--- config.mk ---
export PLATFORM = sky130hd
export DESIGN_NAME = pthc_offset
export DESIGN_NICKNAME = d
export VERILOG_FILES = /design/src/assert_macros.svh /design/src/pthc_pkg.sv /design/src/pthc_offset.sv
export SDC_FILE = /design/constraint.sdc
export NUM_CORES = 1
export LEC_CHECK = 0
export BUFFER_PORTS_ARGS = -buffer_cell sky130_fd_sc_hd__buf_4
export CAP_MARGIN = 20
export CORE_UTILIZATION = 50
export CTS_CLUSTER_SIZE = 25
export DETAILED_ROUTE_END_ITERATION = 10
export HOLD_SLACK_MARGIN = 0.12
export PLACE_DENSITY = 0.75
export SKIP_CTS_REPAIR_TIMING = 1
export SLEW_MARGIN = 20
export SYNTH_ARGS = -nofsm -noshare
export SYNTH_HDL_FRONTEND = slang
export SYNTH_SLANG_ARGS = --single-unit
--- constraint.sdc ---
create_clock -name clk -period 16.1 [get_ports clk]
set_input_delay 4.025 -clock clk [delete_from_list [all_inputs] [get_ports clk]]
set_output_delay 4.025 -clock clk [all_outputs]
set_load 0.05 [all_outputs]
--- src/assert_macros.svh ---
// Assertion macros, included by the top level to check its own behavior.
`ifndef ASSERT_MACROS_SVH
`define ASSERT_MACROS_SVH

// Checked on every clock edge except while reset is asserted.
`define ASSERT_CLK(label, prop, msg) \
  label: assert property (@(posedge clk) disable iff (!rst_n) prop) else $error(msg);

// Checked on every clock edge, reset included.
`define ASSERT_ALWAYS(label, prop, msg) \
  label: assert property (@(posedge clk) prop) else $error(msg);

`endif

--- src/pthc_pkg.sv ---
// Package with payload types and fixed-point constants of the hex cell index pipeline.
`timescale 1ns / 1ps

package pthc_pkg;

  localparam int unsigned POS_W     = 24;  // x and y, 8 fractional bits
  localparam int unsigned ID_W      = 10;  // stave and layer numbers
  localparam int unsigned PITCH_W   = 24;  // reciprocal pitch, 16 fractional bits
  localparam int unsigned INDEX_W   = 16;  // column and row of the result
  localparam int unsigned FRAC_BITS = 38;  // fraction bits of q, r and s

  // 1/sqrt(3) and 2/sqrt(3) with 30 fractional bits.
  localparam int unsigned ROOT_W = 31;
  localparam logic [ROOT_W-1:0] ONE_OVER_ROOT3 = 31'd619925131;
  localparam logic [ROOT_W-1:0] TWO_OVER_ROOT3 = 31'd1239850262;
  localparam int unsigned X_SHIFT = 30;

  localparam logic [PITCH_W-1:0] INV_PITCH_RESET = 24'd32768;

  // Datapath widths.
  localparam int unsigned SUM_W     = 55;              // mm terms, 2^-38 mm
  localparam int unsigned DROP_W    = 16;              // bits dropped before scaling
  localparam int unsigned SCALED_W  = SUM_W - DROP_W;  // mm terms, 2^-22 mm
  localparam int unsigned SPLIT_W   = 16;              // low part of the split multiply
  localparam int unsigned HI_W      = SCALED_W - SPLIT_W;
  localparam int unsigned HI_PROD_W = HI_W + PITCH_W + 1;
  localparam int unsigned LO_PROD_W = SPLIT_W + PITCH_W;
  localparam int unsigned FIX_W     = 64;              // q, r, s in 2^-38 cell
  localparam int unsigned RND_W     = 27;              // rounded cube coordinates
  localparam int unsigned ERR_W     = FRAC_BITS;       // rounding error magnitude
  localparam int unsigned DIFF_W    = FRAC_BITS + 2;   // signed rounding error
  localparam int unsigned CALC_W    = 29;              // offset conversion

  typedef struct packed {
    logic signed [POS_W-1:0] x_pos;
    logic signed [POS_W-1:0] y_pos;
    logic [ID_W-1:0]         stave;
    logic [ID_W-1:0]         layer;
  } in_req_t;

  typedef struct packed {
    logic signed [INDEX_W-1:0] column;
    logic signed [INDEX_W-1:0] row_index;
    logic                      is_cherenkov;
    logic [ID_W-1:0]           stave_out;
    logic [ID_W-1:0]           layer_out;
    logic                      saturated;
  } out_req_t;

  // Fractional axial coordinates leaving the scaling stages.
  typedef struct packed {
    logic signed [FIX_W-1:0] qf;
    logic signed [FIX_W-1:0] rf;
    logic [ID_W-1:0]         stave;
    logic [ID_W-1:0]         layer;
  } axial_t;

  // Rounded cube coordinates and their rounding errors.
  typedef struct packed {
    logic signed [RND_W-1:0] qi;
    logic signed [RND_W-1:0] ri;
    logic signed [RND_W-1:0] si;
    logic [ERR_W-1:0]        dq;
    logic [ERR_W-1:0]        dr;
    logic [ERR_W-1:0]        ds;
    logic [ID_W-1:0]         stave;
    logic [ID_W-1:0]         layer;
  } cube_t;

endpackage

--- src/pthc_offset.sv ---
// Cube rounding fix-up, odd-row offset conversion and clipping into the output register.
`timescale 1ns / 1ps

module pthc_offset
  import pthc_pkg::*;
(
  input  logic     clk,
  input  logic     rst_n,
  input  logic     in_valid,
  output logic     in_stall,
  input  cube_t    in_data,
  output logic     out_valid,
  input  logic     out_stall,
  output out_req_t out_data
);

  localparam logic signed [CALC_W-1:0] IDX_MAX = CALC_W'((1 << (INDEX_W - 1)) - 1);
  localparam logic signed [CALC_W-1:0] IDX_MIN = -IDX_MAX - CALC_W'(1);

  logic                     out_valid_r;
  out_req_t                 out_data_r, out_nxt;
  logic signed [CALC_W-1:0] q_sel, r_sel, row, row_even, col;
  logic                     col_hi, col_lo, row_hi, row_lo;

  always_comb begin
    q_sel = CALC_W'(in_data.qi);
    r_sel = CALC_W'(in_data.ri);
    // Rebuild the coordinate that rounded worst from the other two.
    if (in_data.dq > in_data.dr && in_data.dq > in_data.ds) begin
      q_sel = -CALC_W'(in_data.ri) - CALC_W'(in_data.si);
    end else if (in_data.dr > in_data.ds) begin
      r_sel = -CALC_W'(in_data.qi) - CALC_W'(in_data.si);
    end
    row      = -r_sel;
    row_even = row + CALC_W'(row[0]);
    col      = q_sel - (row_even >>> 1);

    col_hi = col > IDX_MAX;
    col_lo = col < IDX_MIN;
    row_hi = row > IDX_MAX;
    row_lo = row < IDX_MIN;

    out_nxt.column       = col_hi ? IDX_MAX[INDEX_W-1:0] :
                           col_lo ? IDX_MIN[INDEX_W-1:0] : col[INDEX_W-1:0];
    out_nxt.row_index    = row_hi ? IDX_MAX[INDEX_W-1:0] :
                           row_lo ? IDX_MIN[INDEX_W-1:0] : row[INDEX_W-1:0];
    out_nxt.is_cherenkov = row[0];
    out_nxt.stave_out    = in_data.stave;
    out_nxt.layer_out    = in_data.layer;
    out_nxt.saturated    = col_hi | col_lo | row_hi | row_lo;
  end

  assign in_stall = out_valid_r && out_stall;

  always_ff @(posedge clk) begin
    if (!rst_n) begin
      out_valid_r <= 1'b0;
    end else if (!in_stall) begin
      out_valid_r <= in_valid;
    end
  end

  always_ff @(posedge clk) begin
    if (!in_stall) begin
      out_data_r <= out_nxt;
    end
  end

  assign out_valid = out_valid_r;
  assign out_data  = out_data_r;

endmodule

* After elaboration in Yosys (flattened, before gate mapping)
Index checks and enable logic that the tools add are counted.
Cells by class: mux-type cells 5, order comparisons 7, reduce and logical (&&, ||, !) cells 2, add/sub/neg operators 7, bitwise logic cells 3
Operator list (number):
- $gt 38x38->1 | 3
- $mux 29 | 3
- $gt 29x16->1 const B | 2
- $lt 29x16->1 const B | 2
- $neg 27->29 | 2
- $sub 29x27->29 | 2
- $mux 16 | 2
- $add 29x1->29 | 1
- $neg 29->29 | 1
- $sub 29x28->29 | 1
- $or 1x1->1 | 3
- $logic_and 1x1->1 | 2
Storage, ports and cells: output and inout bits 56, register bits 55, logic and storage cells 31

* Logic depth before layout (Yosys ltp)
Gate-level depths: netlist of the first run.
word-level depth 11, depth in mapped cells 44, mapped depth without buffers 36

* Least setup slack after synthesis of the first run
OpenSTA, ideal clock, no wires.
path kind input to register, start input port in_data[70] (netlist bit), end register out_data_r, in the netlist out_data[47], data pin, required time 15.846 ns, stages on the path 44, buffers on the path 9, setup slack 3.031 ns, arrival time 12.815 ns, path through inv_1 ha_1 nand4_1 or4_1 a21oi_1 o41ai_1 a31o_2 o211ai_2 buf_4 buf_4 buf_2 buf_2 clkbuf_1 clkbuf_1 mux2i_1 ha_1 clkbuf_1 nand2b_1 [8 not listed] nand3_1 or3_1 nor2_1 xor2_1 ha_1 a21oi_1 nor2_1 a31oi_1 o2111ai_1 a21oi_1 o211ai_1 nor4_1 and4b_1 nand2_1 nor4_1 a21oi_4 buf_6 a21o_1
Between the ends: cells in the longest elaborated chain, start to end 8, elaborated cells on any way between the ends 12
Ends and longest elaborated chain:
- start: declaration | RTL line pthc_offset.sv:11 | input cube_t in_data,
- $gt 38x38->1, on equally long branches | RTL line pthc_offset.sv:31, pthc_offset.sv:29
- $mux 29 / $logic_and 1x1->1 (equally long branches) | RTL line pthc_offset.sv:31, pthc_offset.sv:29
- $mux 29 | RTL line pthc_offset.sv:29 | if (in_data.dq > in_data.dr && in_data.dq > in_data.ds) begin
- $neg 29->29 | RTL line pthc_offset.sv:34 | row = -r_sel;
- $add 29x1->29 | RTL line pthc_offset.sv:35 | row_even = row + CALC_W'(row[0]);
- $sub 29x28->29 (*) | RTL line pthc_offset.sv:36 | col = q_sel - (row_even >>> 1);
- $lt 29x16->1 | RTL line pthc_offset.sv:39 | col_lo = col < IDX_MIN;
- $mux 16 | RTL line pthc_offset.sv:44 | col_lo ? IDX_MIN[INDEX_W-1:0] : col[INDEX_W-1:0];
- end signal: assignment | RTL line pthc_offset.sv:65 | out_data_r <= out_nxt;
- end: declaration | RTL line pthc_offset.sv:21 | out_req_t out_data_r, out_nxt;
Every way passes the cells marked *; elsewhere a longest branch is shown, timed or not. A chain may end at the register's enable or synchronous reset.

==> results.yml, run 1 <==
worst_hold_path:
  min_path_cells: 2
  hold_end: "out_data[13]$_DFFE_PN_"
  worstHoldStart: "out_valid$_SDFFE_PN0N_"
  hold_class: "flip-flop to flip-flop"
global_routing:
  grt_max_degree: 68
  grt_pass1_vias: 12000
  antenna_found_initial: 0
  grt_pass1_wl_um: 57800
  grt-ovfl-total: 0
  grt_util_all_layers_pct: 27.5
worst_setup_path:
  path_class: "input port to flip-flop"
  r2r_cells: 4
  r2r_end: "out_valid$_SDFFE_PN0N_"
  r2r_start: "out_valid$_SDFFE_PN0N_"
  cp.required_ns: 16.11
  crit_slowest_cell: "nor4_2"
  end_kind: "flip-flop"
  crit_path_max_incr_delay_ns: 0.75
  start_kind: "input port"
  worstPathArrival_ns: 13.54
  reg2reg_slack_ns: 14.78
  crit_fanout: 67
route:
  drt_iter0_drc: 725
  wire_per_inst_um: 16.6
  vias_per_cell: 5.80
  vias: 12500
  ant_nets: 0
  drc: 0
  wl_um: 35800
  drt_first_pass_iters: 5
power_and_ir_drop:
  ir_worst_vdd_uv: 89.2
  leakage_nw: 7.34
  cellPowerDensity_nw_per_um2: 80.4
  p_total_w: 0.00120
clocking:
  clk_pin_slew_ns: 0.07
  clock_path_buffers: 2
  clk_latency_ns: 0.29
  clock_sinks: 55
  h-tree-depth: 2
  numCtsBuffers: 5
  root_buffer: "clkbuf_16"
  cts_tree: "done"
yosys:
  yosysTopAreaCell: "ha_1"
  yosys-top-cells-area: "ha_1, edfxtp_1, inv_1"
  synth_cells: 1573
  synthArstFlopShare_pct: 0
  syn_area_per_cell_um2: 7.87
  synth.most_common_cell: "ha_1"
  synth_edf_count: 54
  synth_area_um2: 12400
  yosys_warnings: 0
  synth_commonest_cells: "ha_1, inv_1, a21oi_1"
  synth_nets: 2048
  ys_ff_latch: 55
  yosys.area.top_type_share_pct: 25.6
  yosysUniqueCellTypes: 96
  ys_seq_area_share_pct: 13.3
  synth_ff_type: "edfxtp_1"
sta:
  fmaxAchievable_mhz: 73.9
  hold_viol: 0
  final_max_slew_viol_count: 0
  fin_ws_ns: 2.57
  whs_ns: 0.951
  rsz0062_at_grt: "no"
  worst_pin_slew_ns: 0.887
  period_share_pct: 84.1
  setup_tns_ns: 0
  finalSetupViolCount: 0
  period_needed_ns: 13.53
  clock_skew_ns: 0.00367
  slew_headroom_pct: 40.4
status:
  outcome: "finished clean"
floorplan:
  ios: 275
  row_count: 57
  fp.dieW_um: 159
  core_area_um2: 24300
  initial_core_util_pct: 50.9
  dieHeight_um: 159
  die_area_um2: 25400
place:
  port_buffers: 274
  dp_slack_ns: 2.41
  dp_hpwl_um: 31400
  place_congestion: 0.918
run:
  maxCapViolCount: 0
layout:
  syn_to_final_growth_pct: 20.4
  drive_gt1_share_pct: 18.4
  nNetsFinal: 2302
  diodes: 0
## how the worst max path moves through the flow
stage                 from                    endpoint  slack (ns)  depth (start not counted)
2_1_floorplan  in_data[70]  out_data[47]$_SDFFCE_PN1N_        3.03                         44
3_3_place_gp   in_data[22]       out_data[0]$_DFFE_PN_        2.56                         37
3_5_place_dp   in_data[23]       out_data[0]$_DFFE_PN_        2.41                         37
4_1_cts        in_data[23]       out_data[0]$_DFFE_PN_        2.70                         37
5_1_grt        in_data[23]       out_data[0]$_DFFE_PN_        1.76                         37
6_report       in_data[29]       out_data[0]$_DFFE_PN_        2.57                         37
## sequential cells by signal, summed over array words and instances (netlist names)
name,cells
out_data,54
out_valid,1
## routing by layer
layer  up-vias  GRT usage [%]  wire length (um)
met5         -              0                 0
met4         0           7.04               763
met3        58           3.70              2340
met2       423           49.1             17000
met1      5703           34.7             15800
li1       6295              -                 -
## metrics by stage
step	cell area (um2)	instances	utilization (%)
3_3_place_gp	14700	2144	60.6
3_5_place_dp	14700	2144	60.6
5_1_grt	14900	2152	61.3
4_1_cts	14900	2152	61.3
6_report	14900	2152	61.3
2_1_floorplan	12400	1573	-
## cell usage in the layout, fill, tap and decap left out, drive strengths merged, types with 14 or more instances in the layout
cell type and n:
nand2b 15, a31oi 18, nor4 19, or3 22, ha 253, edfxtp 54
xor2 41, o21ai 97, and3 14, nand3 49, mux2i 15, buf 278
nor3 44, nand2 107, nor2 96, a21o 53, nand4 29, inv 194
a211oi 14, xnor2 75, o21a 16, a21oi 116, nor2b 15
## critical path, delay by kind of cell
kind,cells,cell delay [ns]
and+or+nand+nor,15,4.75
adders and majority gates,3,1.06
muxes,1,0.39
buffers and inverters,4,0.56
xor gates and xnor gates,1,0.20
AOI/OAI and AO/OA,13,2.52
## power breakdown
part	internal, W	switching [W]
Combinational	0.000337	0.000531
Clock	0.0000733	0.0000452
Sequential	0.000201	0.0000107
## cells by family (layout without fill, tap and decap cells)
logic type / Yosys count / count (layout) / share of synthesized area, %
muxes: 19 / 19 / 1.58
and+or+nand+nor: 468 / 468 / 19.8
buffers and inverters: 225 / 480 / 7.12
AOI/OAI and AO/OA: 434 / 434 / 23.9
DFF: 55 / 55 / 13.3
adders and majority gates: 256 / 256 / 26.0
xor gates and xnor gates: 116 / 116 / 8.27
## cell type report
type / instances / area, um2
clock buffer: 5 / 125
fill: 2198 / 9410
sequential: 55 / 1640
inverter: 194 / 728
tap: 324 / 405
timing repair buffer: 278 / 2090
clock inverter: 3 / 43.8
multi-input combinational: 1293 / 9880
(Power assumes the default switching activity.)
==> run 2, diff against run 1 <==
--- a/config.mk
+++ b/config.mk
@@ -5,13 +5,14 @@
 export SDC_FILE = /design/constraint.sdc
 export NUM_CORES = 1
 export LEC_CHECK = 0
+export ABC_AREA = 1
 export BUFFER_PORTS_ARGS = -buffer_cell sky130_fd_sc_hd__buf_4
 export CAP_MARGIN = 20
 export CORE_UTILIZATION = 50
 export CTS_CLUSTER_SIZE = 25
 export DETAILED_ROUTE_END_ITERATION = 10
 export HOLD_SLACK_MARGIN = 0.12
-export PLACE_DENSITY = 0.75
+export PLACE_DENSITY = 0.74
 export SKIP_CTS_REPAIR_TIMING = 1
 export SLEW_MARGIN = 20
 export SYNTH_ARGS = -nofsm -noshare
==> constraint.sdc (replaced) <==
create_clock -name clk -period 12.6 [get_ports clk]
set_input_delay 3.15 -clock clk [delete_from_list [all_inputs] [get_ports clk]]
set_output_delay 3.15 -clock clk [all_outputs]
set_load 0.05 [all_outputs]
==> run 2 against run 1 <==
  * First-iteration DRC count rose by 26%
  * Count of clock-buffer cells in the layout unchanged
  * Total power rose by 31%
  * Critical path depth increased by 5
  * Clock power rose by 10%
  * Area after synthesis increased by 2.9%
==> results.yml, run 2 <==
global_routing:
  grt_util_met2_pct: 49.4
  use_met1_pct: 40.6
  grt_max_degree: 82
  grt.busiest_layer: "met2"
  grt-ovfl-total: 0
  grt_pass1_vias: 12800
  grt_pass1_wl_um: 62100
  grt_util_met3_pct: 3.29
  grt_util_all_layers_pct: 29.6
  antenna_found_initial: 2
yosys:
  ys_seq_area_share_pct: 12.9
  synth_area_um2: 12700
  synth_commonest_cells: "nand2_1, inv_1, ha_1"
  synth.most_common_cell: "nand2_1"
  yosysUniqueCellTypes: 44
  synth_cells: 2009
  syn_area_per_cell_um2: 6.34
  yosys.area.top_type_share_pct: 24.9
  synth_nets: 2484
  yosysTopAreaCell: "ha_1"
  synthArstFlopShare_pct: 0
  yosys-top-cells-area: "ha_1, nand2_1, edfxtp_1"
  synth_ff_type: "edfxtp_1"
  ys_ff_latch: 55
  yosys_warnings: 0
  synth_edf_count: 54
route:
  ant_nets: 0
  vias_per_cell: 5.23
  wl_um: 39500
  drt_iter0_drc: 916
  vias: 13600
  drc: 0
  wire_per_inst_um: 15.2
  drt_first_pass_iters: 5
power_and_ir_drop:
  combPwrFrac_pct: 74.4
  power_frac_clock_pct: 8.3
  p_switching_w: 0.000833
  leakage_nw: 8.58
  cellPowerDensity_nw_per_um2: 103
  p_int_w: 0.000741
  switching_share_pct: 52.9
  ir_worst_vdd_uv: 128
  seq_power_share_pct: 17.3
worst_setup_path:
  r2r_start: "out_valid$_SDFFE_PN0N_"
  path_class: "input port to flip-flop"
  start_kind: "input port"
  crit_fanout: 42
  cp.required_ns: 12.63
  worstPathArrival_ns: 10.45
  end_kind: "flip-flop"
  crit_buf_inv: 4
  cp_top_family: "simple AND/OR/NAND/NOR gates"
  crit_slowest_cell: "inv_2"
  reg2reg_slack_ns: 11.28
  crit_path_max_incr_delay_ns: 0.49
  r2r_end: "out_valid$_SDFFE_PN0N_"
  r2r_cells: 4
  path_common_cell: "nand2_1"
floorplan:
  fp.dieW_um: 162
  ios: 275
  core_area_um2: 25100
  initial_core_util_pct: 50.7
  row_count: 58
  die_area_um2: 26100
  dieHeight_um: 162
place:
  post_dp_cell_area_um2: 15100
  place_congestion: 1.01
  port_buffers: 274
  dp_hpwl_um: 35200
run:
  maxCapViolCount: 0
clocking:
  clock_sinks: 55
  cts_tree: "done"
  clk_latency_ns: 0.28
  h-tree-depth: 2
  clock_path_buffers: 2
  clk_pin_slew_ns: 0.06
  root_buffer: "clkbuf_16"
  numCtsBuffers: 5
worst_hold_path:
  min_path_cells: 2
  worstHoldStart: "out_valid$_SDFFE_PN0N_"
  hold_class: "flip-flop to flip-flop"
  hold_end: "out_data[1]$_DFFE_PN_"
layout:
  drive_gt1_share_pct: 15.3
  layout_commonest_cell: "nand2_1"
  syn_to_final_growth_pct: 19.6
  largest_reg_flops: 54
  nNetsFinal: 2748
  final_cell_mix: "nand2_1, inv_1, buf_4, ha_1, nor2_1"
  fill_cells: 2487
  final_area_um2: 15200
sta:
  rsz0062_at_grt: "no"
  finalSetupViolCount: 0
  final_max_slew_viol_count: 0
  period_needed_ns: 10.43
  fmaxAchievable_mhz: 95.9
  hold_viol: 0
  setup_tns_ns: 0
  clock_skew_ns: 0.00124
  period_share_pct: 82.8
  slew_headroom_pct: 51.0
  worst_pin_slew_ns: 0.735
status:
  outcome: "finished clean"
## run 2: cell types whose count changed in the layout (fill, tap and decap cells not counted), moves of 24 or more
cell / change
nand2_1: +477
nor2_1: +70
nand2_2: +24
xnor2_1: -36
inv_1: +141
nand3_1: +61
a21o_1: -41
## run 2: how the worst max path moves through the flow
| stage | from | to | slack, ns | depth (start not counted) |
|---|---|---|---|---|
| 2_1_floorplan | in_data[57] | out_data[0]$_DFFE_PN_ | 3.84 | 41 |
| 5_1_grt | in_data[41] | out_data[0]$_DFFE_PN_ | 1.23 | 42 |
| 3_5_place_dp | in_data[41] | out_data[0]$_DFFE_PN_ | 1.89 | 42 |
| 6_report | in_data[41] | out_data[0]$_DFFE_PN_ | 2.17 | 42 |
| 4_1_cts | in_data[41] | out_data[0]$_DFFE_PN_ | 2.15 | 42 |
| 3_3_place_gp | in_data[41] | out_data[0]$_DFFE_PN_ | 2.05 | 42 |
## run 2: cells by family after synthesis
group,synth area share (%)
AND/OR/NAND/NOR,32.9
XOR/XNOR,6.72
AO/OA/AOI/OAI,11.0
buffers and inverters,11.1
flip-flops,12.9
adder cells (fa/ha/maj),25.3
## run 2: power groups by stage
stage	Clock (W)	Sequential [W]	Combinational, W
floorplan	0	0.000430	0.000695
global placement	0	0.000277	0.00114
detailed placement	0	0.000277	0.00115
CTS	0.000132	0.000273	0.00116
global route	0.000139	0.000277	0.00130
finish	0.000130	0.000273	0.00117
## run 2: layout make-up
cell class | instances | area (um2) | area share [%]
Inverter | 337 | 1260 | 8.30
Tap cell | 330 | 413 | 2.71
Multi-Input combinational cell | 1596 | 9680 | 63.5
Clock inverter | 3 | 20.0 | 0.131
Clock buffer | 5 | 125 | 0.821
Sequential cell | 55 | 1640 | 10.8
Timing Repair Buffer | 278 | 2090 | 13.7
Antenna cell | 1 | 2.50 | 0.0164
## run 2: through the flow
step / utilization [%] / hold slack (ns) / power (W) / setup WS (ns) / std cells
6_report: 60.7 / 0.951 / 0.00157 / 2.17 / 2605
5_1_grt: 60.7 / 1.03 / 0.00171 / 1.23 / 2605
4_1_cts: 60.7 / 0.978 / 0.00157 / 2.15 / 2604
3_5_place_dp: 60.1 / 0.962 / 0.00143 / 1.89 / 2596
3_3_place_gp: 60.1 / 0.956 / 0.00142 / 2.05 / 2596
2_1_floorplan: - / 2.12 / 0.00113 / 3.84 / 2009
## run 2: worst min-delay path, delay by kind of cell (launching register included)
family / cells / cell delay [ns]
buffers and inverters: 1 / 0.31
and+or+nand+nor: 1 / 0.05
DFF: 1 / 0.34
## run 2: layer usage
layer	vias up	share of wire [%]
met1	6112	46
met2	429	45
li1	7029	-
met4	2	2.6
met5	-	0.033
met3	61	6.9
==> run 3, diff against run 2 <==
--- a/config.mk
+++ b/config.mk
@@ -5,14 +5,14 @@
 export SDC_FILE = /design/constraint.sdc
 export NUM_CORES = 1
 export LEC_CHECK = 0
-export ABC_AREA = 1
+export ABC_AREA = 0
 export BUFFER_PORTS_ARGS = -buffer_cell sky130_fd_sc_hd__buf_4
 export CAP_MARGIN = 20
 export CORE_UTILIZATION = 50
 export CTS_CLUSTER_SIZE = 25
 export DETAILED_ROUTE_END_ITERATION = 10
 export HOLD_SLACK_MARGIN = 0.12
-export PLACE_DENSITY = 0.74
+export PLACE_DENSITY = 0.77
 export SKIP_CTS_REPAIR_TIMING = 1
 export SLEW_MARGIN = 20
 export SYNTH_ARGS = -nofsm -noshare
==> constraint.sdc (replaced) <==
create_clock -name clk -period 9.2 [get_ports clk]
set_input_delay 2.3 -clock clk [delete_from_list [all_inputs] [get_ports clk]]
set_output_delay 2.3 -clock clk [all_outputs]
set_load 0.05 [all_outputs]
==> run 3 against run 2 <==
  * The flow now finishes with violations (setup timing)
  * Final area is 15% higher
  * Register-to-register slack worse by 3.4 ns
  * Clock power is 48% higher
  * Wire length is 3.0% higher
  * Hold slack better by 0.017 ns
  * Die area is 2.7% lower
  * Non-clock buffer count is 273 higher
  * Utilization is 11 points higher
  * Largest cell class unchanged
  * Highest routed layer is now met4
==> results.yml, run 3 (synthesis results as in run 1) <==
status:
  outcome: "finished, violations left"
  violations: "setup timing"
worst_setup_path:
  start_kind: "input port"
  end_kind: "flip-flop"
  path_class: "input port to flip-flop"
  path_common_cell: "buf_4"
  crit_slowest_cell: "or4_4"
  crit_fanout: 8
  worstPathArrival_ns: 9.61
  cp.required_ns: 9.21
  crit_path_max_incr_delay_ns: 0.54
route:
  wl_um: 40700
  drt_iter0_drc: 1035
  vias: 13700
  ant_nets: 0
  drc: 0
  drt_first_pass_iters: 6
  wire_per_inst_um: 16.8
  vias_per_cell: 5.66
clocking:
  clk_pin_slew_ns: 0.08
  cts_tree: "done"
  clock_path_buffers: 2
  clock_sinks: 55
  h-tree-depth: 2
  numCtsBuffers: 5
  clk_latency_ns: 0.29
  root_buffer: "clkbuf_16"
sta:
  slew_headroom_pct: 40.6
  worst_pin_slew_ns: 0.882
  fmaxAchievable_mhz: 104
  hold_viol: 0
  period_share_pct: 104
  rsz0062_at_grt: "yes"
  clock_skew_ns: 0.0109
  period_needed_ns: 9.61
  fin_ws_ns: -0.406
  whs_ns: 0.968
  final_max_slew_viol_count: 0
  finalSetupViolCount: 17
place:
  place_congestion: 0.979
  port_buffers: 274
  dp_hpwl_um: 34400
  dp.cells: 2394
  post_dp_cell_area_um2: 16800
global_routing:
  grt-ovfl-total: 0
  grt_pass1_vias: 13200
  grt_max_degree: 56
  grt_pass1_wl_um: 63100
  antenna_found_initial: 0
  grt_util_all_layers_pct: 30.0
layout:
  nNetsFinal: 2576
  final_area_um2: 17500
  fill_cells: 1887
  final_cell_mix: "buf_4, ha_1, inv_1, a21oi_1, nand2_1"
  largest_reg_flops: 54
  syn_to_final_growth_pct: 41.5
  diodes: 0
  final_cells: 2426
  drive_gt1_share_pct: 32.3
  layout_commonest_cell: "buf_4"
power_and_ir_drop:
  leakage_nw: 8.76
  cellPowerDensity_nw_per_um2: 142
  ir_worst_vdd_uv: 180
floorplan:
  row_count: 57
  ios: 275
  core_area_um2: 24300
  fp.dieW_um: 159
  dieHeight_um: 159
  die_area_um2: 25400
  initial_core_util_pct: 50.9
worst_hold_path:
  hold_class: "flip-flop to flip-flop"
run:
  maxCapViolCount: 0
run 3: changes by cell type in the layout (fill, tap and decap cells not counted), moves of 22 or more:
cell	previous run	this run
nand2_2	25	3
nor2_1	163	88
inv_1	335	190
a21o_1	12	52
xnor2_1	38	73
nand3_1	107	44
buf_4	278	540
a21oi_1	136	107
nand2_1	583	104
run 3: layout make-up:
type                            instances  area [um2]  share of cell area [%]
Inverter                              194         741                    4.23
Tap cell                              324         405                    2.31
Multi-Input combinational cell       1294       10400                    59.3
Clock inverter                          3        27.5                   0.157
Sequential cell                        55        1640                    9.37
Timing Repair Buffer                  551        4200                    24.0
Clock buffer                            5         125                   0.714
run 3: through the flow:
step / total power [W] / util, % / TNS, ns / setup slack, ns
after global placement: 0.00213 / 69.0 / -11.77 / -0.720
after floorplan: 0.00151 / - / -18.41 / -1.15
after global routing: 0.00265 / 72.0 / -12.66 / -0.788
final: 0.00248 / 72.0 / -6.04 / -0.406
after detailed placement: 0.00217 / 69.0 / -16.44 / -1.00
after CTS: 0.00237 / 69.6 / -11.56 / -0.713
run 3: worst paths after layout:
kind                                        startpoint                     end  slack (ns)  cells after the start
worst min-delay path            out_valid$_SDFFE_PN0N_   out_data[2]$_DFFE_PN_        0.97                      2
worst max-delay path                       in_data[66]   out_data[0]$_DFFE_PN_       -0.41                     37
worst min register to register  out_valid$_SDFFE_PN0N_   out_data[2]$_DFFE_PN_        0.97                      2
worst max register to register  out_valid$_SDFFE_PN0N_  out_valid$_SDFFE_PN0N_        7.86                      4
run 3: routing by layer:
layer / wire, um / track usage [%]
met5: 0 / 0
met1: 16700 / 36.3
met4: 1150 / 9.13
met2: 20300 / 55.3
met3: 2510 / 3.46
run 3: worst max-delay path: cells and delay by family:
kind            cells  cell delay, ns
xor+xnor            2            0.24
simple gates       12            2.62
fa+ha+maj           3            0.85
mux                 1            0.31
compound gates     12            2.43
buf+inv             7            0.86
run 3: power by group:
part / total, W / internal (W) / switching, W
registers: 0.000371 / 0.000352 / 0.0000188
clock network: 0.000192 / 0.000103 / 0.0000885
logic: 0.00192 / 0.000858 / 0.00106
total: 0.00248 / 0.00131 / 0.00117
