## src/assert_macros.svh

```systemverilog
// Assertion macros, included by the top level to check its own behavior.
`ifndef ASSERT_MACROS_SVH
`define ASSERT_MACROS_SVH

// Checked on every clock edge except while reset is asserted.
`define ASSERT_CLK(label, prop, msg) \
  label: assert property (@(posedge clk) disable iff (!rst_n) prop) else $error(msg);

// Checked on every clock edge, reset included.
`define ASSERT_ALWAYS(label, prop, msg) \
  label: assert property (@(posedge clk) prop) else $error(msg);

`endif

```

## src/pthc_pkg.sv

```systemverilog
// Package with payload types and fixed-point constants of the hex cell index pipeline.
`timescale 1ns / 1ps

package pthc_pkg;

  localparam int unsigned POS_W     = 24;  // x and y, 8 fractional bits
  localparam int unsigned ID_W      = 10;  // stave and layer numbers
  localparam int unsigned PITCH_W   = 24;  // reciprocal pitch, 16 fractional bits
  localparam int unsigned INDEX_W   = 16;  // column and row of the result
  localparam int unsigned FRAC_BITS = 38;  // fraction bits of q, r and s

  // 1/sqrt(3) and 2/sqrt(3) with 30 fractional bits.
  localparam int unsigned ROOT_W = 31;
  localparam logic [ROOT_W-1:0] ONE_OVER_ROOT3 = 31'd619925131;
  localparam logic [ROOT_W-1:0] TWO_OVER_ROOT3 = 31'd1239850262;
  localparam int unsigned X_SHIFT = 30;

  localparam logic [PITCH_W-1:0] INV_PITCH_RESET = 24'd32768;

  // Datapath widths.
  localparam int unsigned SUM_W     = 55;              // mm terms, 2^-38 mm
  localparam int unsigned DROP_W    = 16;              // bits dropped before scaling
  localparam int unsigned SCALED_W  = SUM_W - DROP_W;  // mm terms, 2^-22 mm
  localparam int unsigned SPLIT_W   = 16;              // low part of the split multiply
  localparam int unsigned HI_W      = SCALED_W - SPLIT_W;
  localparam int unsigned HI_PROD_W = HI_W + PITCH_W + 1;
  localparam int unsigned LO_PROD_W = SPLIT_W + PITCH_W;
  localparam int unsigned FIX_W     = 64;              // q, r, s in 2^-38 cell
  localparam int unsigned RND_W     = 27;              // rounded cube coordinates
  localparam int unsigned ERR_W     = FRAC_BITS;       // rounding error magnitude
  localparam int unsigned DIFF_W    = FRAC_BITS + 2;   // signed rounding error
  localparam int unsigned CALC_W    = 29;              // offset conversion

  typedef struct packed {
    logic signed [POS_W-1:0] x_pos;
    logic signed [POS_W-1:0] y_pos;
    logic [ID_W-1:0]         stave;
    logic [ID_W-1:0]         layer;
  } in_req_t;

  typedef struct packed {
    logic signed [INDEX_W-1:0] column;
    logic signed [INDEX_W-1:0] row_index;
    logic                      is_cherenkov;
    logic [ID_W-1:0]           stave_out;
    logic [ID_W-1:0]           layer_out;
    logic                      saturated;
  } out_req_t;

  // Fractional axial coordinates leaving the scaling stages.
  typedef struct packed {
    logic signed [FIX_W-1:0] qf;
    logic signed [FIX_W-1:0] rf;
    logic [ID_W-1:0]         stave;
    logic [ID_W-1:0]         layer;
  } axial_t;

  // Rounded cube coordinates and their rounding errors.
  typedef struct packed {
    logic signed [RND_W-1:0] qi;
    logic signed [RND_W-1:0] ri;
    logic signed [RND_W-1:0] si;
    logic [ERR_W-1:0]        dq;
    logic [ERR_W-1:0]        dr;
    logic [ERR_W-1:0]        ds;
    logic [ID_W-1:0]         stave;
    logic [ID_W-1:0]         layer;
  } cube_t;

endpackage

```

## src/pthc_round.sv

```systemverilog
// Two-stage rounding of q, r and s to the nearest integer, with rounding errors.
`timescale 1ns / 1ps

module pthc_round
  import pthc_pkg::*;
(
  input  logic   clk,
  input  logic   rst_n,
  input  logic   in_valid,
  output logic   in_stall,
  input  axial_t in_data,
  output logic   out_valid,
  input  logic   out_stall,
  output cube_t  out_data
);

  localparam logic [FIX_W-1:0] HALF = FIX_W'(1) << (FRAC_BITS - 1);

  logic v5_r, v6_r;
  logic s5, s6;

  logic signed [FIX_W-1:0] qf5_r, rf5_r, sf5_r;
  logic [ID_W-1:0]         st5_r, ly5_r;
  cube_t                   cb6_r, cb_nxt;

  // Nearest integer with halves going away from zero.
  function automatic logic signed [RND_W-1:0] round_away(input logic signed [FIX_W-1:0] v);
    logic [FIX_W-1:0] m;
    logic [FIX_W-1:0] n;
    m = v[FIX_W-1] ? FIX_W'(-v) : FIX_W'(v);
    n = (m + HALF) >> FRAC_BITS;
    round_away = v[FIX_W-1] ? -$signed(n[RND_W-1:0]) : $signed(n[RND_W-1:0]);
  endfunction

  // The error never exceeds half a cell, so the low bits of the difference suffice.
  function automatic logic [ERR_W-1:0] round_err(input logic signed [RND_W-1:0] vi,
                                                 input logic signed [FIX_W-1:0] vf);
    logic [DIFF_W-1:0] d;
    logic [DIFF_W-1:0] m;
    d = {vi[DIFF_W-FRAC_BITS-1:0], {FRAC_BITS{1'b0}}} - vf[DIFF_W-1:0];
    m = d[DIFF_W-1] ? -d : d;
    round_err = m[ERR_W-1:0];
  endfunction

  assign s6       = v6_r && out_stall;
  assign s5       = v5_r && s6;
  assign in_stall = s5;

  always_comb begin
    cb_nxt       = cb6_r;
    cb_nxt.qi    = round_away(qf5_r);
    cb_nxt.ri    = round_away(rf5_r);
    cb_nxt.si    = round_away(sf5_r);
    cb_nxt.dq    = round_err(cb_nxt.qi, qf5_r);
    cb_nxt.dr    = round_err(cb_nxt.ri, rf5_r);
    cb_nxt.ds    = round_err(cb_nxt.si, sf5_r);
    cb_nxt.stave = st5_r;
    cb_nxt.layer = ly5_r;
  end

  always_ff @(posedge clk) begin
    if (!rst_n) begin
      v5_r <= 1'b0;
      v6_r <= 1'b0;
    end else begin
      if (!s5) v5_r <= in_valid;
      if (!s6) v6_r <= v5_r;
    end
  end

  always_ff @(posedge clk) begin
    if (!s5) begin
      qf5_r <= in_data.qf;
      rf5_r <= in_data.rf;
      sf5_r <= -in_data.qf - in_data.rf;
      st5_r <= in_data.stave;
      ly5_r <= in_data.layer;
    end
    if (!s6) begin
      cb6_r <= cb_nxt;
    end
  end

  assign out_valid = v6_r;
  assign out_data  = cb6_r;

endmodule

```

## config.mk

```make
export PLATFORM = sky130hd
export DESIGN_NAME = pthc_round
export DESIGN_NICKNAME = d
export VERILOG_FILES = /design/src/assert_macros.svh /design/src/pthc_pkg.sv /design/src/pthc_round.sv
export SDC_FILE = /design/constraint.sdc
export NUM_CORES = 1
export LEC_CHECK = 0
export BUFFER_PORTS_ARGS = -buffer_cell sky130_fd_sc_hd__buf_2
export CELL_PAD_IN_SITES_DETAIL_PLACEMENT = 1
export CELL_PAD_IN_SITES_GLOBAL_PLACEMENT = 2
export CORE_MARGIN = 4
export CORE_UTILIZATION = 41
export CTS_CLUSTER_DIAMETER = 60
export CTS_CLUSTER_SIZE = 30
export DETAILED_ROUTE_END_ITERATION = 16
export PLACE_DENSITY = 0.95
export SYNTH_ARGS = -nofsm -noshare
export SYNTH_HDL_FRONTEND = slang
export SYNTH_SLANG_ARGS = --single-unit
```

## constraint.sdc

```tcl
create_clock -name clk -period 14.5 [get_ports clk]
set_input_delay 0.725 -clock clk [delete_from_list [all_inputs] [get_ports clk]]
set_output_delay 0.725 -clock clk [all_outputs]
set_load 0.01 [all_outputs]
```

---- After elaboration in Yosys (flattened, before gate mapping) ----
Index checks and enable logic that the tools add are counted.
word-level totals
  register bits ........................... 429
  input port bits ......................... 152
  output and inout bits ................... 217
  logic and storage cells ................. 46
operators by class
  add/subtract/negate cells ............... 17
  multiplexer cells ....................... 9
  reduce and logical (&&, ||, !) cells .... 2
operators with widths
  kind                    number
  $neg 64->64             4
  $add 64x38->64 const B  3
  $mux 64                 3
  $sub 40x40->40          3
  $mux 38                 3
  $neg 38->38             3
  $neg 26->27             3
  $mux 26                 3
  $sub 64x64->64          1
  $logic_and 1x1->1       2

---- Depth between registers and ports, before layout ----
Gate-level depths: netlist (run 1).
  depth after elaboration ................. 8
  depth in mapped cells ................... 19
  gate-level depth less buffers ........... 18

---- Least setup slack after synthesis (run 1) ----
Ideal clock, no wire load.
  path type ............................... in2reg
  start ................................... input out_stall
  end ..................................... register ly5_r[0], enable pin
  library setup time ...................... 2213 ps
  data arrival time ....................... 5430 ps
  required time ........................... 12287 ps
  slack ................................... 6857 ps
  stages .................................. 1
  path buffers ............................ 0
  cell sequence ........................... nand3_1
between the ends
  word-level cells in the longest chain between the ends .. 2
RTL lines
  element                 line              text
  start: declaration      pthc_round.sv:13  input logic out_stall,
  $logic_and 1x1->1       pthc_round.sv:45  assign s6 = v6_r && out_stall;
  $logic_and 1x1->1       pthc_round.sv:46  assign s5 = v5_r && s6;
  end signal: assignment  pthc_round.sv:77  ly5_r <= in_data.layer;
  end: declaration        pthc_round.sv:23  logic [ID_W-1:0] st5_r, ly5_r;
No other way between the ends.
A chain may end at the register's enable or synchronous reset.

==> results of run 1 <==
==> per-layer routing <==
layer | vias up | part of all wire [%] | track usage, % | routed length (um)
li1 | 11794 | - | - | -
met1 | 12216 | 43 | 32.26 | 41980
met2 | 718 | 47 | 40.53 | 46030
met3 | 149 | 5.9 | 4.014 | 5783
met4 | 12 | 3.7 | 7.889 | 3563
met5 | - | 0.072 | 0 | 70
==> per-stage QoR <==
step | cells | power (W) | worst slack [ns]
after floorplan | 3009 | 0.003421 | 6.857
after global placement | 4245 | 0.004100 | 8.374
after detailed placement | 4245 | 0.004164 | 8.164
after CTS | 4326 | 0.005420 | 8.090
after global routing | 4331 | 0.005697 | 7.457
final | 4333 | 0.005379 | 8.035
==> worst max-delay path: cells and delay by family (launching register included) <==
kind	cells	cell delay [ns]
DFF	1	0.47
and+or+nand+nor	6	3.65
AOI/OAI and AO/OA	4	1.80
xor gates and xnor gates	2	0.26
==> kinds of logic (layout without fill, tap and decap cells) <==
group,after synthesis,count (layout)
muxes,12,12
AOI/OAI and AO/OA,615,615
DFF,429,429
and+or+nand+nor,1030,1030
adders and majority gates,141,141
xor gates and xnor gates,490,490
other,0,7
buffers and inverters,292,659
==> flip-flops by register name (all words and copies together) (netlist names) <==
name / cells
sf5_r: 64
st5_r: 10
ly5_r: 10
out_data: 215
qf5_r: 64
rf5_r: 64
out_valid: 1
v5_r: 1
==> cells in the final DEF, fill, tap and decap left out, types with 36 or more instances in the layout <==
cell type | netlist | routed
sky130_fd_sc_hd__buf_2 | 8 | 368
sky130_fd_sc_hd__nor4_1 | 71 | 70
sky130_fd_sc_hd__a21o_1 | 55 | 55
sky130_fd_sc_hd__or3_1 | 62 | 62
sky130_fd_sc_hd__nand4_1 | 52 | 52
sky130_fd_sc_hd__o21ai_0 | 129 | 129
sky130_fd_sc_hd__o31ai_1 | 48 | 48
sky130_fd_sc_hd__nand3_1 | 72 | 71
sky130_fd_sc_hd__nand2b_1 | 36 | 36
sky130_fd_sc_hd__xor2_1 | 204 | 203
sky130_fd_sc_hd__ha_1 | 140 | 140
sky130_fd_sc_hd__nand2_1 | 209 | 208
sky130_fd_sc_hd__inv_1 | 190 | 190
sky130_fd_sc_hd__nor2_1 | 201 | 201
sky130_fd_sc_hd__xnor2_1 | 285 | 283
sky130_fd_sc_hd__clkbuf_16 | 0 | 44
sky130_fd_sc_hd__nor3_1 | 109 | 109
sky130_fd_sc_hd__o41ai_1 | 37 | 37
sky130_fd_sc_hd__a21oi_1 | 150 | 150
sky130_fd_sc_hd__edfxtp_1 | 427 | 427
==> cell type report <==
type | instances | area, um^2 | area share [%]
Antenna cell | 7 | 17.52 | 0.05126
Multi-Input combinational cell | 2288 | 15830 | 46.33
Clock inverter | 37 | 465.4 | 1.362
Timing Repair Buffer | 388 | 1992 | 5.829
Sequential cell | 429 | 12860 | 37.64
Inverter | 190 | 713.2 | 2.087
Clock buffer | 44 | 1101 | 3.222
Tap cell | 950 | 1189 | 3.478
==> worst max path at each step <==
| stage | from | end | slack [ns] | cells after the start |
|---|---|---|---|---|
| finish | sf5_r[9]$_DFFE_PN_ | out_data[157]$_DFFE_PN_ | 8.03 | 12 |
| global route | sf5_r[9]$_DFFE_PN_ | out_data[157]$_DFFE_PN_ | 7.46 | 12 |
| CTS | sf5_r[9]$_DFFE_PN_ | out_data[157]$_DFFE_PN_ | 8.09 | 12 |
| detailed placement | sf5_r[8]$_DFFE_PN_ | out_data[157]$_DFFE_PN_ | 8.16 | 12 |
| global placement | sf5_r[9]$_DFFE_PN_ | out_data[157]$_DFFE_PN_ | 8.37 | 12 |
| floorplan | out_stall | ly5_r[0]$_DFFE_PN_ | 6.86 | 1 |
==> power by group through the flow <==
| stage | Sequential, W | Combinational (W) | Clock (W) |
|---|---|---|---|
| 2_1_floorplan | 0.00212 | 0.00130 | 0 |
| 3_3_place_gp | 0.00204 | 0.00206 | 0 |
| 3_5_place_dp | 0.00205 | 0.00211 | 0 |
| 4_1_cts | 0.00203 | 0.00213 | 0.00126 |
| 5_1_grt | 0.00207 | 0.00232 | 0.00131 |
| 6_report | 0.00203 | 0.00212 | 0.00123 |
==> impl_metrics.csv, run 1 <==
group,metric,value,unit
finish,layout-drive-gt1-share,15.70,%
drt,remaining_drcs,0,
drt,drt-total-wl,97430,um
logic_synthesis,yosys-top-cells-count,"427 x sky130_fd_sc_hd__edfxtp_1, 285 x sky130_fd_sc_hd__xnor2_1, 209 x sky130_fd_sc_hd__nand2_1, 204 x sky130_fd_sc_hd__xor2_1, 201 x sky130_fd_sc_hd__nor2_1",
clock_tree,cts_repair_resize_count,0,
finish,fillers,8164,
place,gp_routability_congestion,0.9442,
sta,hold_slack,0.3025,ns
sta,finalMaxSlewViolations,0,
critical_path,cp_cell_sequence,"nor4_1 -> nand4_1 -> o41ai_1 -> xor2_1 -> nor3_1 -> nor4bb_1 -> o211ai_1 -> a222oi_1 -> nand4b_1 -> or4b_1 -> o31ai_1 -> xnor2_1",
grt,grt_max_degree,67,
sta,relSlewSlack,23.46,%
logic_synthesis,area_fraction_in_and_or_nand_and_nor_cells_after_synthesis,18.36,%
logic_synthesis,syn_nets,3302,
sta,worst-slew-pin-transition,1.133,ns
finish,finalInstanceArea,34170,um^2
place,hpwlAfterDp,77320,um
power,power.density_cell_area,157.4,nW/um^2
logic_synthesis,synth.most_common_cell,"sky130_fd_sc_hd__edfxtp_1",
clock_tree,ctsHoldBuffers,0,
drt,first_iteration_detailed_routing_drc_count,1907,
logic_synthesis,synthesis.instances,3009,
critical_path,worst_ep_arrival_time,6.80,ns
critical_path,timing_worst_setup_path_type,"reg2reg",
place,placedInstanceArea,32590,um^2
drt,routed-via-count,24889,
run,max_cap_viol_count,0,
logic_synthesis,synth-edff-count,427,
clock_tree,cts.sink_count,429,
place,buffer_ports.inserted,368,
power,ir_worst_vdd,0.1219,mV
clock_tree,h_tree_levels,2,
sta,totalNegativeSetupSlack,0,ns
power,cell_internal_pwr,0.003312,W
critical_path,critical-path-max-stage-delay,0.96,ns
logic_synthesis,synthDistinctLibCells,105,
clock_tree,clock_tree_from_tritoncts,"yes",
critical_path,reg2reg_setup_slack,8.03,ns
finish,syn_to_final_growth,14.64,%
floorplanning,core-area,71730,um^2
critical_path,worstReg2RegStart,"sf5_r[9]$_DFFE_PN_",
logic_synthesis,yosysSeqAreaShare,43.15,%
grt,antenna_found_initial,15,
finish,finalNetCount,3634,
sta,finalCriticalPeriod,6.465,ns
logic_synthesis,synth_area_leaders,"sky130_fd_sc_hd__edfxtp_1 43%, sky130_fd_sc_hd__xnor2_1 8.4%, sky130_fd_sc_hd__xor2_1 6.0%, sky130_fd_sc_hd__ha_1 5.9%, sky130_fd_sc_hd__nand2_1 2.6%",
sta,timing_hold_violations_final,0,
floorplanning,initial_core_util,41.56,%
logic_synthesis,yosysTopAreaCellShare,43.01,%
logic_synthesis,synth.ff_latch_count,429,
logic_synthesis,share_of_the_synthesized_area_in_compound_gates_ao_oa_aoi_oai,13.80,%
critical_path,critical_path.slowest_cell,"sky130_fd_sc_hd__nor4bb_1",
grt,via_count_of_the_first_global_routing_pass,24583,
clock_tree,clock_tree.buffer_depth,3,
clock_tree,cts-root-buf,"sky130_fd_sc_hd__clkbuf_16",
outcome,result_of_the_run,"completed",
clock_tree,clkSlewWorstSetupHoldPaths,0.09,ns
drt,detail_route.first_pass.iterations,5,
power,switchingPower,0.002068,W
grt,grt_usage,24.25,%
critical_path,r2r-end,"out_data[157]$_DFFE_PN_",
logic_synthesis,xor_xnor_cell_area_share_of_the_yosys_netlist,14.42,%
floorplanning,rows,98,
logic_synthesis,synth_largest_area_cell,"sky130_fd_sc_hd__edfxtp_1",
critical_path,critPathMaxFanout,11,
logic_synthesis,combinational_family_with_the_most_area_after_synthesis,"simple AND/OR/NAND/NOR gates",
drt,viasPerCell,5.744,
logic_synthesis,yosys-mux-area-fraction,0.4239,%
logic_synthesis,synth-adder-area-share,5.943,%
drt,detail-route-antenna-nets,0,
critical_path,critPathCaptureType,"flop",
power,power.share.clock,22.8,%
logic_synthesis,synth.avg_cell_area,9.907,um^2
power,power.combinational.fraction,39.4,%
drt,wire_length_per_cell,22.48,um
sta,rsz_0062_raised_after_global_routing,"false",
power,seq_power_share,37.7,%
logic_synthesis,synth_flop_cell,"sky130_fd_sc_hd__edfxtp_1",
logic_synthesis,synthArstFlopShare,0,%
power,power_leakage,13.38,nW
floorplanning,die_area,77080,um^2
clock_tree,clk_latency,0.61,ns
sta,timing.final.crit_share,44.59,%
clock_tree,cts_setup_buffers,0,
min_path,hold_path_class,"in2reg",
finish,finish.utilization,47.64,%
grt,global_route_wire_length_before_repair,147900,um
min_path,whs_endpoint,"st5_r[3]$_DFFE_PN_",
critical_path,worstSetupStartpointType,"flop",
logic_synthesis,mappedNetlistArea,29810,um^2
power,switching_share,38.44,%
floorplanning,floorplan.die.height,277.6,um
sta,setup_viol,0,
floorplanning,die_w,277.6,um
min_path,hold_path_depth,1,
critical_path,timing.critical_path.required,14.84,ns
min_path,min-delay-start,"in_data[13]",
floorplanning,io-pin-count,369,
sta,maxClockFrequency,0.1547,GHz
logic_synthesis,yosys_warnings,0,
clock_tree,cts_made_buffers,44,
grt,globalRoute.totalOverflow,0,
sta,clock-skew-final,0.02740,ns
critical_path,worst-r2r-cell-count,12,
Note: power is estimated with default switching activity, not from simulation.
==> run 2, diff against run 1 <==
--- a/config.mk
+++ b/config.mk
@@ -5,15 +5,16 @@
 export SDC_FILE = /design/constraint.sdc
 export NUM_CORES = 1
 export LEC_CHECK = 0
+export ABC_AREA = 1
 export BUFFER_PORTS_ARGS = -buffer_cell sky130_fd_sc_hd__buf_2
 export CELL_PAD_IN_SITES_DETAIL_PLACEMENT = 1
 export CELL_PAD_IN_SITES_GLOBAL_PLACEMENT = 2
 export CORE_MARGIN = 4
-export CORE_UTILIZATION = 41
+export CORE_UTILIZATION = 35
 export CTS_CLUSTER_DIAMETER = 60
 export CTS_CLUSTER_SIZE = 30
 export DETAILED_ROUTE_END_ITERATION = 16
-export PLACE_DENSITY = 0.95
+export PLACE_DENSITY = 0.92
 export SYNTH_ARGS = -nofsm -noshare
 export SYNTH_HDL_FRONTEND = slang
 export SYNTH_SLANG_ARGS = --single-unit
==> constraint.sdc (replaced) <==
create_clock -name clk -period 6.7 [get_ports clk]
set_input_delay 0.335 -clock clk [delete_from_list [all_inputs] [get_ports clk]]
set_output_delay 0.335 -clock clk [all_outputs]
set_load 0.01 [all_outputs]
==> impl_metrics.csv, run 2 <==
group,metric,value,unit
outcome,result_of_the_run,"completed",
logic_synthesis,synth_largest_area_cell,"sky130_fd_sc_hd__edfxtp_1",
grt,via_count_of_the_first_global_routing_pass,32014,
logic_synthesis,synth.avg_cell_area,7.531,um^2
drt,viasPerCell,5.007,
logic_synthesis,syn_nets,4675,
drt,detail-route-antenna-nets,0,
critical_path,timing_worst_setup_path_type,"reg2reg",
critical_path,worst_ep_arrival_time,5.31,ns
finish,seq_area,12860,um^2
place,hpwlAfterDp,102800,um
sta,finalCriticalPeriod,4.916,ns
critical_path,r2r-end,"out_data[127]$_DFFE_PN_",
finish,finish.utilization,42.61,%
logic_synthesis,synthDistinctLibCells,56,
logic_synthesis,synth.most_common_cell,"sky130_fd_sc_hd__nand2_1",
sta,setup_viol,0,
floorplanning,rows,112,
min_path,min-delay-start,"in_data[83]",
logic_synthesis,synthesis.instances,4382,
floorplanning,die_w,315.1,um
logic_synthesis,mappedNetlistArea,33000,um^2
critical_path,cpMostUsedCell,"sky130_fd_sc_hd__nand2_1",
floorplanning,initial_core_util,35.31,%
run,max_cap_viol_count,0,
logic_synthesis,yosysSeqAreaShare,38.98,%
clock_tree,ctsHoldBuffers,150,
place,buffer_ports.inserted,368,
clock_tree,clock_tree.buffer_depth,3,
logic_synthesis,yosys_warnings,0,
logic_synthesis,synth.ff_latch_count,429,
clock_tree,cts-root-buf,"sky130_fd_sc_hd__clkbuf_16",
finish,largest_register_ff_count,215,
sta,worst-slew-pin-transition,0.9768,ns
floorplanning,io-pin-count,369,
grt,grt_usage,24.89,%
sta,finalMaxSlewViolations,0,
finish,finalNetCount,5220,
critical_path,worstReg2RegStart,"qf5_r[0]$_DFFE_PN_",
grt,globalRoute.totalOverflow,0,
finish,fillers,11605,
drt,wire_length_per_cell,20.17,um
drt,first_iteration_detailed_routing_drc_count,1988,
finish,syn_to_final_growth,20.69,%
logic_synthesis,yosys-top-cells-count,"1261 x sky130_fd_sc_hd__nand2_1, 647 x sky130_fd_sc_hd__nor2_1, 595 x sky130_fd_sc_hd__inv_1, 427 x sky130_fd_sc_hd__edfxtp_1, 236 x sky130_fd_sc_hd__nand3_1",
critical_path,critical_path.slowest_cell,"sky130_fd_sc_hd__nand2_1",
sta,timing.final.crit_share,73.38,%
critical_path,critPathMaxFanout,21,
finish,mostFrequentLayoutCells,"1260 x sky130_fd_sc_hd__nand2_1, 647 x sky130_fd_sc_hd__nor2_1, 594 x sky130_fd_sc_hd__inv_1, 427 x sky130_fd_sc_hd__edfxtp_1, 368 x sky130_fd_sc_hd__buf_2",
clock_tree,cts_repair_resize_count,0,
power,power.density_cell_area,293.8,nW/um^2
finish,multi_input_comb_area,17680,um^2
grt,global_route_wire_length_before_repair,189800,um
critical_path,critPathCaptureType,"flop",
logic_synthesis,synth_area_leaders,"sky130_fd_sc_hd__edfxtp_1 39%, sky130_fd_sc_hd__nand2_1 14%, sky130_fd_sc_hd__nor2_1 7.4%, sky130_fd_sc_hd__inv_1 6.8%, sky130_fd_sc_hd__xor2_1 6.0%",
floorplanning,die_area,99260,um^2
critical_path,reg2reg_setup_slack,1.78,ns
drt,routed-via-count,31177,
clock_tree,cts_setup_buffers,0,
finish,layout-drive-gt1-share,14.67,%
place,gp_routability_congestion,0.9654,
clock_tree,clock_tree_from_tritoncts,"yes",
drt,remaining_drcs,0,
min_path,hold_path_class,"in2reg",
clock_tree,clk_latency,0.68,ns
power,power_leakage,18.37,nW
finish,leading_cell_type_in_the_layout_fill_and_taps_excluded,"sky130_fd_sc_hd__nand2_1",
drt,detail_route.first_pass.iterations,6,
drt,drt-total-wl,125600,um
power,total_power,0.01170,W
sta,maxClockFrequency,0.2034,GHz
logic_synthesis,synth_flop_cell,"sky130_fd_sc_hd__edfxtp_1",
critical_path,worstSetupStartpointType,"flop",
sta,clock-skew-final,0.03113,ns
sta,rsz_0062_raised_after_global_routing,"false",
critical_path,timing.critical_path.required,7.10,ns
logic_synthesis,yosysTopAreaCellShare,38.85,%
grt,antenna_found_initial,6,
clock_tree,h_tree_levels,2,
min_path,whs_endpoint,"rf5_r[63]$_DFFE_PN_",
floorplanning,core-area,93470,um^2
clock_tree,cts_made_buffers,51,
clock_tree,clkSlewWorstSetupHoldPaths,0.07,ns
sta,totalNegativeSetupSlack,0,ns
grt,grt_max_degree,141,
clock_tree,cts.sink_count,429,
floorplanning,floorplan.die.height,315.1,um
logic_synthesis,synth-edff-count,427,
critical_path,critical-path-max-stage-delay,0.66,ns
min_path,hold_path_depth,1,
critical_path,worst-r2r-cell-count,20,
sta,timing_hold_violations_final,0,
sta,relSlewSlack,34.88,%
critical_path,cp_cell_sequence,"inv_1 -> ha_1 -> inv_1 -> nor2_2 -> nand2_1 -> nor2_2 -> nand2_1 -> nand3_1 -> nand2_2 -> ha_1 -> ha_1 -> nand2_1 -> nor3_1 -> a31oi_1 -> xor2_1 -> or2_1 -> nand2_1 -> inv_2 -> a21oi_1 -> xor2_1",
logic_synthesis,synthArstFlopShare,0,%
power,ir_worst_vdd,0.1748,mV
run 2: cell count changes in the layout (fill, tap and decap cells not counted), moves of 45 or more:
cell | before | now
sky130_fd_sc_hd__nand2_1 | 208 | 1260
sky130_fd_sc_hd__nor2_1 | 201 | 647
sky130_fd_sc_hd__inv_1 | 190 | 594
sky130_fd_sc_hd__xnor2_1 | 283 | 111
sky130_fd_sc_hd__nand3_1 | 71 | 236
sky130_fd_sc_hd__dlygate4sd3_1 | 0 | 150
sky130_fd_sc_hd__nand2_2 | 0 | 89
sky130_fd_sc_hd__nor3_1 | 109 | 31
sky130_fd_sc_hd__or3_1 | 62 | 0
sky130_fd_sc_hd__nor4_1 | 70 | 12
sky130_fd_sc_hd__a21o_1 | 55 | 2
sky130_fd_sc_hd__nor2_2 | 0 | 52
sky130_fd_sc_hd__o21ai_0 | 129 | 78
sky130_fd_sc_hd__o31ai_1 | 48 | 3
run 2: power breakdown:
part / switching [W] / leakage (nW) / internal [W] / total [W]
Clock: 0.00150 / 0.936 / 0.00166 / 0.00316
Combinational: 0.00290 / 12.9 / 0.00147 / 0.00437
Sequential: 0.000347 / 4.49 / 0.00382 / 0.00417
run 2: cells by family (layout without fill, tap and decap cells):
logic type      after synthesis  in the layout  synth area share, %
buf+inv                     655           1242                7.511
fa+ha+maj                   141            141                5.369
simple gates               2524           2524                33.96
other cells                   0              4                    0
compound gates              292            292                5.069
flops                       429            429                38.98
xor+xnor                    341            341                9.118
run 2: stage by stage:
| step | worst slack (ns) | area (um^2) | hold slack (ns) | std cells |
|---|---|---|---|---|
| 3_5_place_dp | 1.902 | 36360 | 0.4079 | 5978 |
| 5_1_grt | 1.415 | 39820 | 0.03561 | 6224 |
| 2_1_floorplan | 0.6520 | 33010 | 0.4003 | 4382 |
| 3_3_place_gp | 2.024 | 36360 | 0.4031 | 5978 |
| 6_report | 1.784 | 39830 | 0.05293 | 6227 |
| 4_1_cts | 1.842 | 39820 | 0.01249 | 6223 |
run 2: worst max-delay path by stage:
stage                                 from                       to  cells after the start
floorplan           out_valid$_SDFFE_PN0N_       ly5_r[0]$_DFFE_PN_                      3
global placement        qf5_r[0]$_DFFE_PN_  out_data[109]$_DFFE_PN_                     20
detailed placement      qf5_r[0]$_DFFE_PN_  out_data[121]$_DFFE_PN_                     20
CTS                     qf5_r[0]$_DFFE_PN_  out_data[127]$_DFFE_PN_                     20
global route            qf5_r[0]$_DFFE_PN_  out_data[127]$_DFFE_PN_                     21
finish                  qf5_r[0]$_DFFE_PN_  out_data[127]$_DFFE_PN_                     20
run 2: layout make-up:
type	count	area share [%]
Multi-Input combinational cell	3298	44.38
Sequential cell	429	32.29
Timing Repair Buffer	527	8.595
Inverter	620	5.853
Tap cell	1254	3.939
Clock buffer	51	3.204
Clock inverter	44	1.709
Antenna cell	4	0.02513
run 2: metal layers:
layer / routed length, um / up-vias / GRT usage (%)
met4: 4694 / 2 / 8.961
met3: 6238 / 183 / 2.702
met1: 54700 / 15000 / 32.59
met2: 59970 / 840 / 42.57
li1: - / 15152 / -
met5: 12 / - / 0
run 2: critical path, delay by kind of cell, from the launching register on:
| kind | cells | cell delay (ns) |
|---|---|---|
| adder cells (fa/ha/maj) | 3 | 0.87 |
| flip-flops | 1 | 0.40 |
| AND/OR/NAND/NOR | 10 | 2.02 |
| buffers and inverters | 3 | 0.61 |
| AO/OA/AOI/OAI | 2 | 0.42 |
| XOR/XNOR | 2 | 0.29 |
